## src/rtl/acbc_ram.sv

```systemverilog
`default_nettype none
module acbc_ram #(
    parameter int WIDTH = 128,
    parameter int DEPTH = 15
) (
    input  wire logic                     i_clk,
    input  wire logic                     i_we,
    input  wire logic [$clog2(DEPTH)-1:0] i_waddr,
    input  wire logic [WIDTH-1:0]         i_wdata,
    input  wire logic [$clog2(DEPTH)-1:0] i_raddr,
    output logic      [WIDTH-1:0]         o_rdata
);
    logic [WIDTH-1:0] r_mem [DEPTH];

    // Write port and registered read port
    always_ff @(posedge i_clk) begin
        if (i_we) begin
            r_mem[i_waddr] <= i_wdata;
        end
        o_rdata <= r_mem[i_raddr];
    end
endmodule
`default_nettype wire

```

## config.mk

```make
export PLATFORM = sky130hd
export DESIGN_NAME = acbc_ram
export DESIGN_NICKNAME = d
export VERILOG_FILES = /design/src/rtl/acbc_ram.sv
export SDC_FILE = /design/constraint.sdc
export NUM_CORES = 2
export LEC_CHECK = 0
export BUFFER_PORTS_ARGS = -buffer_cell sky130_fd_sc_hd__buf_2
export CAP_MARGIN = 10
export CORE_MARGIN = 2
export CORE_UTILIZATION = 27
export DETAILED_ROUTE_END_ITERATION = 12
export SLEW_MARGIN = 20
export SYNTH_ARGS = -nofsm -noshare
export SYNTH_HDL_FRONTEND = slang
export SYNTH_SLANG_ARGS = --single-unit
```

## constraint.sdc

```tcl
create_clock -name i_clk -period 14.3 [get_ports i_clk]
set_input_delay 4.29 -clock i_clk [delete_from_list [all_inputs] [get_ports i_clk]]
set_output_delay 4.29 -clock i_clk [all_outputs]
set_load 0.02 [all_outputs]
```

==> impl_metrics.toml <==
[status]
outcome = "finished, final reports clean"

[synth]
syn_area_mm2 = 0.0757
fraction_of_the_yosys_area_taken_by_sequential_cells = 0.796
synth_cells = 3682
syn-num-nets = 3820
synth-edff-count = 1920
ys_warn_count = 0
synth-async-reset-ratio = 0
synth_top_flop_cell = "sky130_fd_sc_hd__edfxtp_1"
yosys.area.top_type_share = 0.762
synth_cell_type_count = 31
ys_ff_latch = 2048
synthTopCellsByArea = "sky130_fd_sc_hd__edfxtp_1 76%, sky130_fd_sc_hd__mux4_2 8.0%, sky130_fd_sc_hd__mux2i_1 4.8%, sky130_fd_sc_hd__dfxtp_1 3.4%, sky130_fd_sc_hd__a22oi_1 1.3%"
syn_avg_cell_area_um2 = 20.5
post-synth-top-area-cell = "sky130_fd_sc_hd__edfxtp_1"

[floorplan]
rows = 194
dieHeight_um = 533
design.core.area_mm2 = 0.279
pin_count = 266
die_x_um = 533
start_util = 0.271
die_area_mm2 = 0.284

[job]
reported_max_cap_violation_count = 0

[setup_path]
crit_startpoint = "i_raddr[1]"
worst_r2r_endpoint = "o_rdata[61]$_DFF_P_"
cp_common_cell = "sky130_fd_sc_hd__buf_4"
r2r_cells = 3
critPathMaxFanout = 63
timing.critical_path.arrival_ps = 7590
slowest_stage = "sky130_fd_sc_hd__buf_4"
reg2reg_from = "r_mem[11][61]$_DFFE_PP_"
critical_path.endpoint_type = "flop"
timing.critical_path.cells = "buf_8, buf_4, nand2b_4, buf_4, o22ai_1, a31oi_1, o21ai_1"
worst-setup-path-type = "in -> reg"
crit_path_required_time_ps = 14920
flop_to_flop_setup_slack_ps = 12730
worst_setup_path_start_kind = "input port"
cp-endpoint = "o_rdata[69]$_DFF_P_"
critPathMaxStageDelay_ps = 840

[finish]
multiInputGateArea_mm2 = 0.0144
drive_gt1_frac = 0.221
layout-area-overhead-vs-synth_pct = 16.1
sequential_cell_area_mm2 = 0.0602
postLayoutCellArea_mm2 = 0.0879
n_fill_cell = 26754
layout.nets = 4163

[route]
drt_first_pass_iters = 7
met3_length_um = 13700
dr.first_iter.drc_count = 3292
postRouteAntennaNets = 0
route.top_layer_used = "met5"
dr_wl_met2_um = 96600
met1_length_um = 82600
routed_via_density = 4.69
drt-wirelength-per-cell_um = 25.0
via_count = 37147
drcViolationCount = 0
postRouteWirelength_um = 198000

[timing]
grt_setup_unrepaired = "false"
final-max-slew-violation-count = 0
setup-violations-final = 0
worst_pin_slew_ps = 1110
finalWorstSetupSlack_ps = 7340
min_period_ps = 6960
finalCritPeriodShare = 0.487
finClkSkew_ps = 46.8
timing.setup.tns_ps = 0
max_slew_margin = 0.263
max_freq_ghz = 0.144
timing.final.hold_violations = 0

[place]
place.port_buffers = 265
place_area_mm2 = 0.0813
detailedPlace.worstSlack_ps = 6390
finalWeightedCongestion = 0.713
dpl.hpwl_um = 106000

[grt]
grt_remaining_overflow = 0
grt_first_pass_wirelength_um = 279000
grt_start_max_net_pins = 118
antenna_found_initial = 98
globalRouteTotalUtil = 0.135
vias_in_the_first_global_route = 37747

[power_and_ir_drop]
p_per_area_mw_per_mm2 = 144
ir_drop_worst_case_vdd_v = 0.0000991
finalPower_uw = 12700
p_leak_uw = 0.0284

[cts]
clk_latency_ps = 820
cts_root_buf = "sky130_fd_sc_hd__clkbuf_16"
cts_made_buffers = 199
post_cts_hold_buffer_count = 0
clock_tree_from_tritoncts = "built"
cts.path.max_buffers = 4
cts.sink_count = 2048
htree_num_levels = 4
cts_resized = 0
postCtsSetupBuffers = 0
clk_transition_reported_paths_ps = 60

[min_path]
hp-class = "reg -> reg"
==> worst min-delay path by stage <==
stage	start	end	slack, ps	cells after the start
2_1_floorplan	r_mem[14][109]$_DFFE_PP_	o_rdata[109]$_DFF_P_	520	2
3_3_place_gp	r_mem[14][57]$_DFFE_PP_	o_rdata[57]$_DFF_P_	540	2
3_5_place_dp	r_mem[14][57]$_DFFE_PP_	o_rdata[57]$_DFF_P_	540	2
4_1_cts	r_mem[14][57]$_DFFE_PP_	o_rdata[57]$_DFF_P_	550	2
5_1_grt	r_mem[14][109]$_DFFE_PP_	o_rdata[109]$_DFF_P_	590	2
6_report	r_mem[14][57]$_DFFE_PP_	o_rdata[57]$_DFF_P_	550	2
==> placed cells by master, fill, tap and decap left out, types with 12 or more instances in the layout <==
| cell type | instances |
|---|---|
| sky130_fd_sc_hd__diode_2 | 15 |
| sky130_fd_sc_hd__clkinv_1 | 29 |
| sky130_fd_sc_hd__o21ai_0 | 13 |
| sky130_fd_sc_hd__clkbuf_1 | 51 |
| sky130_fd_sc_hd__a22oi_1 | 128 |
| sky130_fd_sc_hd__o22ai_1 | 116 |
| sky130_fd_sc_hd__a31oi_1 | 116 |
| sky130_fd_sc_hd__clkbuf_16 | 202 |
| sky130_fd_sc_hd__buf_4 | 76 |
| sky130_fd_sc_hd__nor2_4 | 14 |
| sky130_fd_sc_hd__edfxtp_1 | 1920 |
| sky130_fd_sc_hd__mux2i_1 | 360 |
| sky130_fd_sc_hd__mux4_2 | 268 |
| sky130_fd_sc_hd__clkbuf_8 | 23 |
| sky130_fd_sc_hd__nand2b_1 | 120 |
| sky130_fd_sc_hd__nor2_1 | 18 |
| sky130_fd_sc_hd__clkinv_2 | 24 |
| sky130_fd_sc_hd__o211ai_1 | 12 |
| sky130_fd_sc_hd__bufinv_16 | 18 |
| sky130_fd_sc_hd__buf_2 | 262 |
| sky130_fd_sc_hd__dfxtp_1 | 128 |
| sky130_fd_sc_hd__a21oi_1 | 12 |
| sky130_fd_sc_hd__o21ai_1 | 103 |
| sky130_fd_sc_hd__nand2_1 | 130 |
==> power by group <==
part           total, uW  switching [uW]  internal (uW)
logic                672             447            225
clock network       5220            2180           3040
registers           6770            58.3           6710
==> critical path: cells and delay by family <==
| kind | cells | cell delay (ps) |
|---|---|---|
| compound gates | 3 | 420 |
| buf+inv | 3 | 2050 |
| simple gates | 1 | 710 |
==> flip-flops by register name, summed over array words and instances (netlist names) <==
register  flops
o_rdata     128
r_mem      1920
==> cell type report <==
class | instances | share of cell area
Sequential cell | 2048 | 0.685
Multi-Input combinational cell | 1424 | 0.164
Clock buffer | 276 | 0.0633
Tap cell | 3724 | 0.0530
Timing Repair Buffer | 349 | 0.0239
Clock inverter | 84 | 0.0103
Antenna cell | 15 | 0.000427
Inverter | 3 | 0.000214
==> cell usage after synthesis (all sizes together), types with 32 or more instances <==
cell / instances
a31oi: 116
clkbuf: 69
a22oi: 128
nand2b: 122
nor2: 32
dfxtp: 128
mux2i: 360
o21ai: 116
mux4: 268
buf: 138
nand2: 130
edfxtp: 1920
o22ai: 116
==> cells by family after synthesis <==
logic type,Yosys count,synth area share
flops,2048,0.796
buf+inv,210,0.0160
mux,628,0.127
simple gates,296,0.0192
compound gates,500,0.0415
==> metal layers <==
metal	up-vias	GRT usage
li1	15789	-
met1	19689	0.176
met2	1214	0.226
met3	407	0.0318
met4	48	0.0361
met5	-	0
==> metrics by stage <==
stage / hold slack, ps / utilization / cells
final: 552 / 0.315 / 7923
after global routing: 588 / 0.315 / 7914
after CTS: 553 / 0.315 / 7907
after detailed placement: 536 / 0.291 / 7547
after global placement: 540 / 0.291 / 7546
after floorplan: 520 / - / 3682
Note: power is estimated with default switching activity, not from simulation.
